==> src/rtl/core/lbcs_pkg.sv <==
// Shared types and constants for the LED blink code sequencer.
`timescale 1ns / 1ps
`default_nettype none

package lbcs_pkg;

	localparam int unsigned CODE_W  = 4;
	localparam int unsigned REP_W   = 8;
	localparam int unsigned TICKS_W = 16;

	// func field codes
	localparam logic FUNC_TICK = 1'b0;
	localparam logic FUNC_LOAD = 1'b1;

	typedef enum logic [4:0] {
		PH_START = 5'b00001,
		PH_ON    = 5'b00010,
		PH_OFF   = 5'b00100,
		PH_PAUSE = 5'b01000,
		PH_IDLE  = 5'b10000
	} phase_t;

endpackage

`default_nettype wire

==> src/rtl/core/lbcs_if.sv <==
// Valid/ready channels of the LED blink code sequencer: command words in, status words out.
`timescale 1ns / 1ps
`default_nettype none

interface lbcs_in_if import lbcs_pkg::*; ();
	logic               valid;
	logic               ready;
	logic               func;
	logic [CODE_W-1:0]  code;
	logic [REP_W-1:0]   repeats;
	logic [TICKS_W-1:0] on_ticks;
	logic [TICKS_W-1:0] off_ticks;
	logic [TICKS_W-1:0] pause_ticks;

	modport source (
		output valid, func, code, repeats, on_ticks, off_ticks, pause_ticks,
		input  ready
	);
	modport sink (
		input  valid, func, code, repeats, on_ticks, off_ticks, pause_ticks,
		output ready
	);
endinterface

interface lbcs_out_if;
	logic valid;
	logic ready;
	logic led_on;
	logic busy_res;

	modport source (
		output valid, led_on, busy_res,
		input  ready
	);
	modport sink (
		input  valid, led_on, busy_res,
		output ready
	);
endinterface

`default_nettype wire

==> src/rtl/core/led_blink_code_sequencer.sv <==
// LED blink code sequencer: load and tick words in, LED level and busy status out.
`timescale 1ns / 1ps
`default_nettype none

// Usage
//   cmd : command words. func = load stores code, repeats and the on, off and
//         pause tick counts and restarts the sequence at the start phase;
//         func = tick advances the sequence by one step.
//   rsp : one status word per command word: LED level and busy flag after it.
//   Each timed phase lasts its count plus one ticks; code 0 switches the LED
//   off and ends the sequence; repeats 0 loops for ever, busy dropping at the
//   end of each pause. Loaded counts keep their low TIMER_WIDTH bits.
// Timing
//   A word is taken into the input register; from there the sequencer state
//   and the status register are updated when rsp is not stalled, and the
//   status register holds the status word until rsp takes it.
//   One word per cycle sustained while rsp is not stalled: the whole step is a
//   single pass of compare/decrement logic.
// Reset
//   arst_n clears the sequencer to idle, LED off, busy low, both stages empty.
// Back-pressure
//   While rsp is stalled the status word holds and the input register still
//   takes one more word; cmd.ready drops only when both are full.

module led_blink_code_sequencer
	import lbcs_pkg::*;
#(
	parameter int unsigned TIMER_WIDTH = 16
) (
	input  wire         clk,
	input  wire         arst_n,
	lbcs_in_if.sink     cmd,
	lbcs_out_if.source  rsp
);

	// input stage
	logic               valid_s1;
	logic               func_s1;
	logic [CODE_W-1:0]  code_s1;
	logic [REP_W-1:0]   repeats_s1;
	logic [TICKS_W-1:0] on_s1;
	logic [TICKS_W-1:0] off_s1;
	logic [TICKS_W-1:0] pause_s1;

	// sequencer state; led_q and busy_q double as the status register
	phase_t                 phase_q, phase_d;
	logic [TIMER_WIDTH-1:0] timer_q, timer_d;
	logic [TIMER_WIDTH-1:0] on_q, on_d;
	logic [TIMER_WIDTH-1:0] off_q, off_d;
	logic [TIMER_WIDTH-1:0] pause_q, pause_d;
	logic [CODE_W-1:0]      code_q, code_d;
	logic [REP_W-1:0]       reps_q, reps_d;
	logic [CODE_W-1:0]      blinks_q, blinks_d;
	logic [REP_W-1:0]       reps_done_q, reps_done_d;
	logic                   busy_q, busy_d;
	logic                   led_q, led_d;
	logic                   out_valid_q;

	logic                   adv;
	logic                   step;
	logic                   in_acc;
	logic [CODE_W-1:0]      blinks_inc;
	logic [REP_W-1:0]       reps_inc;
	logic                   timer_zero;

	assign adv       = !out_valid_q || rsp.ready;
	assign step      = valid_s1 && adv;
	assign cmd.ready = !valid_s1 || adv;
	assign in_acc    = cmd.valid && cmd.ready;

	assign rsp.valid    = out_valid_q;
	assign rsp.led_on   = led_q;
	assign rsp.busy_res = busy_q;

	always_ff @(posedge clk or negedge arst_n) begin
		if (!arst_n) begin
			valid_s1    <= 1'b0;
			out_valid_q <= 1'b0;
		end else begin
			if (in_acc) begin
				valid_s1 <= 1'b1;
			end else if (adv) begin
				valid_s1 <= 1'b0;
			end
			if (step) begin
				out_valid_q <= 1'b1;
			end else if (rsp.ready) begin
				out_valid_q <= 1'b0;
			end
		end
	end

	// payload of the input stage, no reset
	always_ff @(posedge clk) begin
		if (in_acc) begin
			func_s1    <= cmd.func;
			code_s1    <= cmd.code;
			repeats_s1 <= cmd.repeats;
			on_s1      <= cmd.on_ticks;
			off_s1     <= cmd.off_ticks;
			pause_s1   <= cmd.pause_ticks;
		end
	end

	assign blinks_inc = blinks_q + CODE_W'(1);
	assign reps_inc   = reps_done_q + REP_W'(1);
	assign timer_zero = (timer_q == '0);

	always_comb begin
		phase_d     = phase_q;
		timer_d     = timer_q;
		on_d        = on_q;
		off_d       = off_q;
		pause_d     = pause_q;
		code_d      = code_q;
		reps_d      = reps_q;
		blinks_d    = blinks_q;
		reps_done_d = reps_done_q;
		busy_d      = busy_q;
		led_d       = led_q;
		if (func_s1 == FUNC_LOAD) begin
			code_d      = code_s1;
			reps_d      = repeats_s1;
			on_d        = TIMER_WIDTH'(on_s1);
			off_d       = TIMER_WIDTH'(off_s1);
			pause_d     = TIMER_WIDTH'(pause_s1);
			phase_d     = PH_START;
			reps_done_d = '0;
			busy_d      = 1'b1;
		end else begin
			case (phase_q)
				PH_START: begin
					timer_d  = on_q;
					blinks_d = '0;
					if (code_q == '0) begin
						led_d   = 1'b0;
						phase_d = PH_IDLE;
					end else begin
						phase_d = PH_ON;
					end
				end
				PH_ON: begin
					led_d = 1'b1;
					if (!timer_zero) begin
						timer_d = timer_q - TIMER_WIDTH'(1);
					end else begin
						timer_d = off_q;
						phase_d = PH_OFF;
					end
				end
				PH_OFF: begin
					led_d = 1'b0;
					if (!timer_zero) begin
						timer_d = timer_q - TIMER_WIDTH'(1);
					end else begin
						blinks_d = blinks_inc;
						if (blinks_inc < code_q) begin
							timer_d = on_q;
							phase_d = PH_ON;
						end else begin
							timer_d = pause_q;
							phase_d = PH_PAUSE;
						end
					end
				end
				PH_PAUSE: begin
					led_d = 1'b0;
					if (!timer_zero) begin
						timer_d = timer_q - TIMER_WIDTH'(1);
					end else begin
						reps_done_d = reps_inc;
						if (reps_q == '0) begin
							phase_d = PH_START;
							busy_d  = 1'b0;
						end else if (reps_inc < reps_q) begin
							phase_d = PH_START;
						end else begin
							phase_d = PH_IDLE;
						end
					end
				end
				default: begin
					busy_d = 1'b0;
				end
			endcase
		end
	end

	always_ff @(posedge clk or negedge arst_n) begin
		if (!arst_n) begin
			phase_q     <= PH_IDLE;
			timer_q     <= '0;
			on_q        <= '0;
			off_q       <= '0;
			pause_q     <= '0;
			code_q      <= '0;
			reps_q      <= '0;
			blinks_q    <= '0;
			reps_done_q <= '0;
			busy_q      <= 1'b0;
			led_q       <= 1'b0;
		end else if (step) begin
			phase_q     <= phase_d;
			timer_q     <= timer_d;
			on_q        <= on_d;
			off_q       <= off_d;
			pause_q     <= pause_d;
			code_q      <= code_d;
			reps_q      <= reps_d;
			blinks_q    <= blinks_d;
			reps_done_q <= reps_done_d;
			busy_q      <= busy_d;
			led_q       <= led_d;
		end
	end

`ifndef SYNTHESIS
	// a load restarts the sequence with busy set
	a_load_restarts: assert property (@(posedge clk) disable iff (!arst_n)
		(step && func_s1 == FUNC_LOAD) |=> (busy_q && phase_q == PH_START))
		else $error("load did not restart the sequence");

	// a load leaves the LED level alone
	a_load_keeps_led: assert property (@(posedge clk) disable iff (!arst_n)
		(step && func_s1 == FUNC_LOAD) |=> (led_q == $past(led_q)))
		else $error("LED level changed on a load");

	// blink count stays below the code while blinking
	a_blinks_bound: assert property (@(posedge clk) disable iff (!arst_n)
		(phase_q == PH_ON || phase_q == PH_OFF) |-> (blinks_q < code_q))
		else $error("blink count out of range");

	// on timer never exceeds the loaded on count
	a_on_timer_bound: assert property (@(posedge clk) disable iff (!arst_n)
		(phase_q == PH_ON) |-> (timer_q <= on_q))
		else $error("on timer above its reload value");

	// state moves only when a word is processed
	a_state_holds: assert property (@(posedge clk) disable iff (!arst_n)
		!step |=> $stable(phase_q) && $stable(timer_q) && $stable(led_q))
		else $error("sequencer state moved without a word");
`endif

endmodule

`default_nettype wire
==> src/flat_wrapper.sv <==
// flat-port wrapper written by rule: the top's interface ports become plain ports
module led_blink_code_sequencer_flat import lbcs_pkg::*;
#(
	parameter int unsigned TIMER_WIDTH = 16
)
  (clk, arst_n, cmd_valid, cmd_func, cmd_code, cmd_repeats, cmd_on_ticks, cmd_off_ticks, cmd_pause_ticks, cmd_ready, rsp_valid, rsp_led_on, rsp_busy_res, rsp_ready);
  lbcs_in_if cmd_i ();
  lbcs_out_if rsp_i ();
  input  wire clk;
  input  wire arst_n;
  input wire logic [$bits(cmd_i.valid)-1:0] cmd_valid;
  input wire logic [$bits(cmd_i.func)-1:0] cmd_func;
  input wire logic [$bits(cmd_i.code)-1:0] cmd_code;
  input wire logic [$bits(cmd_i.repeats)-1:0] cmd_repeats;
  input wire logic [$bits(cmd_i.on_ticks)-1:0] cmd_on_ticks;
  input wire logic [$bits(cmd_i.off_ticks)-1:0] cmd_off_ticks;
  input wire logic [$bits(cmd_i.pause_ticks)-1:0] cmd_pause_ticks;
  output wire logic [$bits(cmd_i.ready)-1:0] cmd_ready;
  output wire logic [$bits(rsp_i.valid)-1:0] rsp_valid;
  output wire logic [$bits(rsp_i.led_on)-1:0] rsp_led_on;
  output wire logic [$bits(rsp_i.busy_res)-1:0] rsp_busy_res;
  input wire logic [$bits(rsp_i.ready)-1:0] rsp_ready;
  assign cmd_i.valid = cmd_valid;
  assign cmd_i.func = cmd_func;
  assign cmd_i.code = cmd_code;
  assign cmd_i.repeats = cmd_repeats;
  assign cmd_i.on_ticks = cmd_on_ticks;
  assign cmd_i.off_ticks = cmd_off_ticks;
  assign cmd_i.pause_ticks = cmd_pause_ticks;
  assign cmd_ready = cmd_i.ready;
  assign rsp_valid = rsp_i.valid;
  assign rsp_led_on = rsp_i.led_on;
  assign rsp_busy_res = rsp_i.busy_res;
  assign rsp_i.ready = rsp_ready;
  led_blink_code_sequencer #(.TIMER_WIDTH(TIMER_WIDTH)) u_core (.clk(clk), .arst_n(arst_n), .cmd(cmd_i), .rsp(rsp_i));
endmodule
==> config.mk <==
export PLATFORM = sky130hd
export DESIGN_NAME = led_blink_code_sequencer_flat
export DESIGN_NICKNAME = d
export VERILOG_FILES = /design/src/rtl/core/lbcs_pkg.sv /design/src/rtl/core/lbcs_if.sv /design/src/rtl/core/led_blink_code_sequencer.sv /design/src/flat_wrapper.sv
export SDC_FILE = /design/constraint.sdc
export NUM_CORES = 1
export LEC_CHECK = 0
export ABC_AREA = 1
export BUFFER_PORTS_ARGS = -buffer_cell sky130_fd_sc_hd__buf_2
export CAP_MARGIN = 20
export CORE_MARGIN = 2
export CORE_UTILIZATION = 59
export DETAILED_ROUTE_END_ITERATION = 8
export GPL_TIMING_DRIVEN = 0
export MAX_ROUTING_LAYER = met4
export PLACE_DENSITY_LB_ADDON = 0.15
export SLEW_MARGIN = 20
export SYNTH_ARGS = -nofsm -noshare
export SYNTH_HDL_FRONTEND = slang
export SYNTH_SLANG_ARGS = --single-unit
==> constraint.sdc <==
create_clock -name clk -period 2.3 [get_ports clk]
set_input_delay 0.115 -clock clk [delete_from_list [all_inputs] [get_ports clk]]
set_output_delay 0.115 -clock clk [all_outputs]
set_load 0.02 [all_outputs]
After elaboration in Yosys (flattened, before gate mapping)
Cells that the tools add are included.

Word-level logic and storage cells: 92. Input bits: 65. Bits in registers: 158.

Add/subtract/negate cells: 3. Multiplexer cells: 29. Eq/ne operators: 12. Reductions and logical operators: 26. Bitwise operators: 1. Order comparisons: 2.

Operators by type and width (count): $mux 16 (4); $pmux 16 s4 (1); $mux 5 (7); $mux 8 (3); $pmux 5 s4 (1); $logic_not 16->1 (1); $reduce_and 4->1 (4); $sub 16x1->16 const B (1); $ne 3x1->1 const B (4); $reduce_bool 2->1 (5); $add 8x1->8 const B (1); $logic_not 8->1 (1); $lt 8x8->1 (1); $mux 1 (8); $mux 4 (2); $pmux 4 s2 (1); $ne 2x1->1 const B (3); $eq 5x1->1 const B (1); $eq 5x2->1 const B (1); $eq 5x3->1 const B (1); $eq 5x4->1 const B (1); $reduce_and 5->1 (1); $reduce_bool 5->1 (1); $add 4x1->4 const B (1); 15 further kinds (18).

Logic depth before layout (Yosys ltp)
Gate-level depths: netlist (run 1).

Word-level depth: 7. Mapped depth: 17. Depth with buffers taken out: 16.

Worst setup path before layout (run 1)
No wires, ideal clock.

Kind: register to register. From: reg u_core.out_valid_q (netlist: u_core.rsp.valid). To: reg u_core.code_s1[0], enable pin. Period minus slack after synthesis: 2.444 ns. Required time: 1.885 ns. Cell stages (with the launch flop): 4. Slack: -0.144 ns. Arrival: 2.029 ns. Cell sequence: dfrtp_1 nand3_1 nand2_1 inv_1.

Cells in the longest elaborated chain, start to end: 4.

Ends and longest elaborated chain: start, declared (line led_blink_code_sequencer.sv:57) `logic out_valid_q;`; start signal, assigned (line led_blink_code_sequencer.sv:78) `out_valid_q <= 1'b0;`; start signal, assigned (line led_blink_code_sequencer.sv:86) `out_valid_q <= 1'b1;`; start signal, assigned (line led_blink_code_sequencer.sv:88) `out_valid_q <= 1'b0;`; $logic_not 1->1 (line led_blink_code_sequencer.sv:66) `assign adv = !out_valid_q || rsp.ready;`; $logic_or 1x1->1 (line led_blink_code_sequencer.sv:66); $logic_or 1x1->1 (line led_blink_code_sequencer.sv:68) `assign cmd.ready = !valid_s1 || adv;`; via cmd_ready (line flat_wrapper.sv:18) `output wire logic [$bits(cmd_i.ready)-1:0] cmd_ready;`; $logic_and 1x1->1 (line led_blink_code_sequencer.sv:69) `assign in_acc = cmd.valid && cmd.ready;`; via u_core.in_acc (line led_blink_code_sequencer.sv:61) `logic in_acc;`; end signal, assigned (line led_blink_code_sequencer.sv:97) `code_s1 <= cmd.code;`; end, declared (line led_blink_code_sequencer.sv:39) `logic [CODE_W-1:0] code_s1;`.

The timed path passes the listed nets, and every way through them passes these cells. A chain may end at the register's enable or synchronous reset.

Worst setup path after layout (run 1)
From: reg u_core.blinks_q[1]. To: reg u_core.timer_q[7].

Cells in the longest elaborated chain, start to end: 5.

Ends and longest elaborated chain: start, declared (line led_blink_code_sequencer.sv:53) `logic [CODE_W-1:0] blinks_q, blinks_d;`; start signal, assigned (line led_blink_code_sequencer.sv:210) `blinks_q <= blinks_d;`; $add 4x1->4 (line led_blink_code_sequencer.sv:105) `assign blinks_inc = blinks_q + CODE_W'(1);`; $lt 4x4->1 (line led_blink_code_sequencer.sv:157) `if (blinks_inc < code_q) begin`; $mux 16 (line led_blink_code_sequencer.sv:157); $mux 16 (line led_blink_code_sequencer.sv:153) `if (!timer_zero) begin`; $pmux 16 s4 (line led_blink_code_sequencer.sv:131) `case (phase_q)`; end signal, assigned (line led_blink_code_sequencer.sv:204) `timer_q <= timer_d;`; end, declared (line led_blink_code_sequencer.sv:47) `logic [TIMER_WIDTH-1:0] timer_q, timer_d;`.

Every way passes these cells.

==> results of run 1 <==
==> cells in the mapped netlist, types with 2 or more instances <==
cell type    n
inv_1       67
buf_2       10
nand2_1    194
edfxtp_1    61
nor3_1       2
o21a_1       3
nor2_4       3
buf_6        2
nor4_1       2
dfrtp_1     96
xnor2_1      3
buf_4        2
o21ai_0     21
a21boi_1    11
mux2_2      41
xor2_1      11
nand4_1      5
o22ai_1      4
nand3_1     39
inv_2        4
nand2_4      2
nor2_2       8
a21oi_1     40
ha_1        14
nor2_1      50
nand2_2      2
==> cell type report <==
class | instances | share of cell area [%]
clock buffer | 20 | 4.93
buffer | 16 | 1.19
tap | 147 | 1.98
timing repair buffer | 149 | 12.4
multi-input combinational | 467 | 29.5
inverter | 71 | 2.94
clock inverter | 12 | 1.09
sequential | 158 | 45.9
==> what timing repair did <==
| item | in CTS | in global routing |
|---|---|---|
| pin swaps | 1 | 21 |
| cloned | 0 | 1 |
| hold endpoints to repair | 108 | 0 |
| hold buffers | 64 | 0 |
| endpoints found under the setup margin | 10 | 19 |
| gates resized for setup | 3 | 36 |
| setup buffers | 3 | 11 |
==> metrics by stage <==
step / instance area, µm² / worst slack [ns]
after global routing: 9270 / -0.122
after detailed placement: 7830 / -0.186
after CTS: 9060 / 0.00984
final: 9270 / 0.0385
after global placement: 7780 / -0.0972
after floorplan: 7250 / 0.0992
==> registers in the layout, summed over array words and instances, names as in the netlist, 5 cells and up <==
register,count
u_core.reps_done_q,8
u_core.timer_q,16
u_core.pause_s1,16
u_core.reps_q,8
u_core.repeats_s1,8
u_core.on_q,16
u_core.phase_q,5
u_core.pause_q,16
u_core.on_s1,16
u_core.off_q,16
u_core.off_s1,16
==> worst max-delay path, cell delays in order (launching register included) <==
cell      delay [ns]
dfrtp_1         0.40
ha_2            0.20
xnor2_2         0.19
inv_1           0.07
ha_1            0.27
nand2_1         0.06
inv_2           0.08
nand2_4         0.07
nand2_4         0.10
nand2_4         0.06
inv_4           0.07
buf_6           0.12
nand2_1         0.06
nand2_1         0.06
nand2_1         0.11
nand2_1         0.08
nand2_1         0.05
a21boi_1        0.12
==> power groups by stage <==
stage          registers (mW)  logic [mW]  clock network (mW)
2_1_floorplan            3.89        1.46                   0
3_3_place_gp             3.96        1.86                   0
3_5_place_dp             3.98        1.93                   0
4_1_cts                  3.93        2.03                2.68
5_1_grt                  4.01        2.36                2.79
6_report                 3.95        2.09                2.65
==> final timing paths <==
kind	start	end	slack, ns	cells past startpoint
max	u_core.blinks_q[1]	u_core.timer_q[7]	0.04	17
min	arst_n	u_core.reps_q[3]	0.17	2
max reg2reg	u_core.blinks_q[1]	u_core.timer_q[7]	0.04	17
min reg2reg	u_core.on_s1[6]	u_core.on_q[6]	0.48	1
max in group asynchronous	arst_n	u_core.phase_q[4]	1.47	3
min in group clk	cmd_repeats[3]	u_core.repeats_s1[3]	0.38	2
==> kinds of logic after synthesis <==
| logic type | count (synthesis) |
|---|---|
| and+or+nand+nor | 315 |
| DFF | 158 |
| buffers and inverters | 87 |
| AOI/OAI and AO/OA | 83 |
| muxes | 41 |
| xor gates and xnor gates | 14 |
| adders and majority gates | 14 |
==> routing by layer <==
| layer | track usage [%] | up-vias | wire length (µm) |
|---|---|---|---|
| met4 | 10.8 | 0 | 393 |
| li1 | - | 2693 | - |
| met1 | 34.7 | 2677 | 7640 |
| met3 | 6.69 | 30 | 614 |
| met2 | 47.3 | 129 | 8740 |
| met5 | - | - | 0 |
==> flow_summary.toml, run 1 <==
[clocking]
numCtsBuffers = 17
cts_tree = "built"
insertion_delay_ns = 0.43
clock-sinks = 158
path_clk_slew_ns = 0.06
htree_levels = 4
cts_buffer_depth = 2
cts-root-buf = "clkbuf_16"

[die]
rows = 40
core-area_um2 = 12000
initial_utilization_pct = 60.4
dieHeight_um = 115
die_area_um2 = 13200
ios = 69
die_x_um = 115

[placement]
io_buffer_count = 68
dp_hpwl_um = 11000
place_congestion = 0.867
dp_cells = 929

[timing]
period_minus_slack_ns = 2.26
max_slew_margin_pct = 54.3
rsz0062_at_grt = "true"
tns_ns = 0
clock.fmax_mhz = 442
timing.hold.ws_ns = 0.172
finalSetupViolations = 0
finClkSkew_ns = 0.00862
fin_crit_sh_pct = 98.3
worst_pin_slew_ns = 0.684
hold_viol = 0
slew_violations = 0

[global_route]
grt_pass1_vias = 5762
antenna_found_initial = 0
grt_pass1_wl_um = 27600
grt_max_degree = 53
grt_usage_pct = 28.7
overflow = 0

[layout]
n_fill_cell = 784
instances_no_fill = 1040
drive_gt1_share_pct = 25.6
regArea_um2 = 4260
utilization_pct = 77.2
nets = 959
area_delta_synth_final_pct = 27.9
final_cell_mix = "nand2_1, dfrtp_1, buf_2, dlygate4sd3_1, inv_1"
num_antenna_cells = 0
final_common_cell = "nand2_1"
multi_input_area_um2 = 2740

[power]
leakagePower_nw = 4.26
p_total_mw = 8.70
power_switching_mw = 2.78
power.share.sequential_pct = 45.5
vdd_ir_drop_max_uv = 793
power_density_nw_per_um2 = 938
internal_power_mw = 5.92
p_sw_share_pct = 31.9
pwr-share-clk_pct = 30.5
power_frac_comb_pct = 24.1

[yosys]
muxShareOfSynthArea_pct = 6.37
synthCells = 712
synth-edff-count = 61
synthSimpleGateAreaFrac_pct = 19.1
ys_warn_count = 0
synth_area_um2 = 7250
synth_top_family_by_area = "simple AND/OR/NAND/NOR gates"
synth_area_leaders = "dfrtp_1, edfxtp_1, nand2_1"
synth_fa_ha_area_share_pct = 2.42
synth_fp_nets = 791
ys_seq_elements = 158
yosys.area.top_type = "dfrtp_1"
avgSynthCellArea_um2 = 10.2
synth_flop_cell = "dfrtp_1"
ys_types = 41
yosysSeqAreaShare_pct = 58.8
async_flop_share_pct = 61.4
synth_top_area_share_pct = 33.1
synth-compound-area-share_pct = 6.56
yosys.area_share.xor_xnor_pct = 1.69

[hold_path]
min-delay-path-class = "input pin to asynchronous set/reset pin"

[drt]
drc = 0
antenna_left = 0
vias = 5529
wl_um = 17400
drt-initial-drc-count = 373
viasPerCell = 5.32
post_drt_wl_per_cell_um = 16.7
detail_route.first_pass.iterations = 5

[setup_path]
cp.required_ns = 2.66
cp_max_fo = 5
start_kind = "flip-flop"
arrival_ns = 2.62
critPathCaptureType = "flip-flop"
path_class = "flip-flop to flip-flop"

[flow_run]
cap_violations = 0

[status]
status = "complete, no violations"
Power figures use the tool's default switching activity.
==> run 2, diff against run 1 <==
- ABC_AREA: 1 -> default
==> run 2 against run 1 <==
  * Combinational power up 9.6%
  * Largest cell class unchanged
  * Clock skew up 0.0018 ns
  * Critical path depth down 7
  * The run now ends with setup timing left
  * Wire length up 17%
  * Global-route usage up 5.2 points
  * Highest routed layer unchanged
  * Count of clock-buffer cells in the layout up 1
  * Worst hold slack worse by 0.074 ns
  * Area after synthesis down 3.7%
==> flow_summary.toml, run 2 <==
[layout]
n_fill_cell = 606
area_delta_synth_final_pct = 36.1
final_common_cell = "dfrtp_1"
final_cell_mix = "dfrtp_1, buf_2, dlygate4sd3_1, edfxtp_1, mux2_2"
drive_gt1_share_pct = 38.3
multi_input_area_um2 = 2950
num_antenna_cells = 0
final_area_um2 = 9500
nets = 812
regArea_um2 = 4270

[setup_path]
worstReg2RegStart = "u_core.blinks_q[0]"
arrival_ns = 2.87
startpoint = "u_core.blinks_q[0]"
crit_chain = "ha_2 > xor2_2 > ha_2 > or3_4 > o22ai_4 > nor2_4 > buf_8 > a22o_4 > a221oi_2 > o21ai_1"
cp.required_ns = 2.61
cpMostUsedCell = "ha_2"
start_kind = "flip-flop"
cp_max_fo = 6
cpPeakStageDelay_ns = 0.41
crit_buf_inv = 1
critPathCaptureType = "flip-flop"
slowest_stage = "dfrtp_1"
path_class = "flip-flop to flip-flop"
critPathTopFamily = "compound AO/OA/AOI/OAI gates"

[clocking]
numCtsBuffers = 17
cts_tree = "built"
path_clk_slew_ns = 0.07
insertion_delay_ns = 0.43
cts_buffer_depth = 2
cts-root-buf = "clkbuf_16"
clock-sinks = 158
htree_levels = 4

[drt]
wl_um = 20400
drc = 0
antenna_left = 0
detail_route.first_pass.iterations = 5
post_drt_wl_per_cell_um = 22.9
wl_met1_um = 8610
drt-initial-drc-count = 519
dr_wl_met3_um = 1160
met2_length_um = 10100
viasPerCell = 6.18
vias = 5496
top_layer = "met4"

[timing]
worst_pin_slew_ns = 0.842
max_slew_margin_pct = 43.9
setup_ws_ns = -0.265
hold_viol = 0
slew_violations = 0
finalSetupViolations = 26
period_minus_slack_ns = 2.56
fin_crit_sh_pct = 112
finClkSkew_ns = 0.0104
rsz0062_at_grt = "true"
clock.fmax_mhz = 390

[yosys]
avgSynthCellArea_um2 = 12.9
yosys.area.top_type = "dfrtp_1"
synth_area_leaders = "dfrtp_1, edfxtp_1, mux2_2"
synth_top_area_share_pct = 34.4
synth-edff-count = 61
async_flop_share_pct = 61.4
ys_types = 61
synthCells = 543
ys_seq_elements = 158
synth_fp_nets = 622
ys_warn_count = 0
synth.most_common_cell = "dfrtp_1"
synth_area_um2 = 6980
yosysSeqAreaShare_pct = 61.0
synth_flop_cell = "dfrtp_1"
yosys-top-cells-count = "dfrtp_1, edfxtp_1, mux2_2"

[status]
violations = "setup timing"
status = "complete, but fails checks"

[global_route]
antenna_found_initial = 0
grt_usage_pct = 33.9
grt_max_degree = 80
grt_pass1_wl_um = 31300
grt_pass1_vias = 5676
overflow = 0

[power]
p_sw_share_pct = 32.5
power_frac_comb_pct = 25.3
vdd_ir_drop_max_uv = 1170
internal_power_mw = 6.12
leakagePower_nw = 3.94
p_total_mw = 9.07
power.share.sequential_pct = 43.7
pwr-share-clk_pct = 31.0
power_density_nw_per_um2 = 954
power_switching_mw = 2.94

[die]
rows = 39
dieHeight_um = 113
die_area_um2 = 12700
initial_utilization_pct = 60.9
die_x_um = 113
ios = 69
core-area_um2 = 11500

[hold_path]
min-delay-path-class = "input pin to asynchronous set/reset pin"

[placement]
io_buffer_count = 68
place_congestion = 0.877
dp_slack_ns = -0.755
dpl_cell_area_um2 = 7590
dp_hpwl_um = 10700

[flow_run]
cap_violations = 0
==> run 2: what timing repair did <==
item,CTS,global route
gates resized for setup,49,60
hold endpoints to repair,159,0
endpoints found under the setup margin,34,46
hold buffers,64,0
pin swaps,25,25
buffers inserted,23,14
cloned,1,1
==> run 2: final cells by class <==
type / count / area share (%)
clock buffers: 21 / 4.64
multi-input cells: 346 / 31.1
repair buffers: 172 / 14.0
flip-flops and latches: 158 / 44.9
plain buffers: 20 / 1.32
well taps: 143 / 1.88
clock inverters: 11 / 1.40
inverters: 18 / 0.711
==> run 2: metal layers <==
layer,track usage [%],vias up
met2,54.4,250
met3,6.91,41
met1,44.0,2780
met4,11.0,0
li1,-,2425
met5,-,-
==> run 2: worst paths after layout <==
| kind | endpoint | slack (ns) | depth (start not counted) |
|---|---|---|---|
| hold / removal | u_core.reps_q[3] | 0.1 | 2 |
| setup / recovery | u_core.timer_q[7] | -0.26 | 10 |
| max in group asynchronous | u_core.timer_q[2] | 1.50 | 3 |
| min in group clk | u_core.off_s1[14] | 0.39 | 2 |
| setup reg to reg | u_core.timer_q[7] | -0.26 | 10 |
| hold reg to reg | u_core.off_q[13] | 0.48 | 1 |
==> run 2: through the flow <==
step           utilization, %  TNS, ns  cells  hold slack [ns]
2_1_floorplan               -   -0.321    543           -0.181
3_3_place_gp             65.9   -16.50    754            0.291
3_5_place_dp             66.2   -13.41    755          -0.0264
4_1_cts                  80.1    -2.72    875           0.0956
5_1_grt                  82.8    -5.67    889            0.111
6_report                 82.8    -3.63    889           0.0982
==> run 2: kinds of logic after synthesis <==
logic type / count (synthesis) / synth area share [%]
mux: 64 / 10.3
simple gates: 133 / 10.2
fa+ha+maj: 14 / 2.51
xor+xnor: 14 / 1.76
flops: 158 / 61.0
compound gates: 121 / 12.0
buf+inv: 39 / 2.24
==> run 2: power groups by stage <==
stage | registers, mW | clock network, mW | logic (mW)
6_report | 3.96 | 2.81 | 2.29
3_3_place_gp | 3.87 | 0 | 1.66
3_5_place_dp | 3.88 | 0 | 1.71
4_1_cts | 3.87 | 2.79 | 1.97
2_1_floorplan | 3.76 | 0 | 1.24
5_1_grt | 4.00 | 2.96 | 2.46
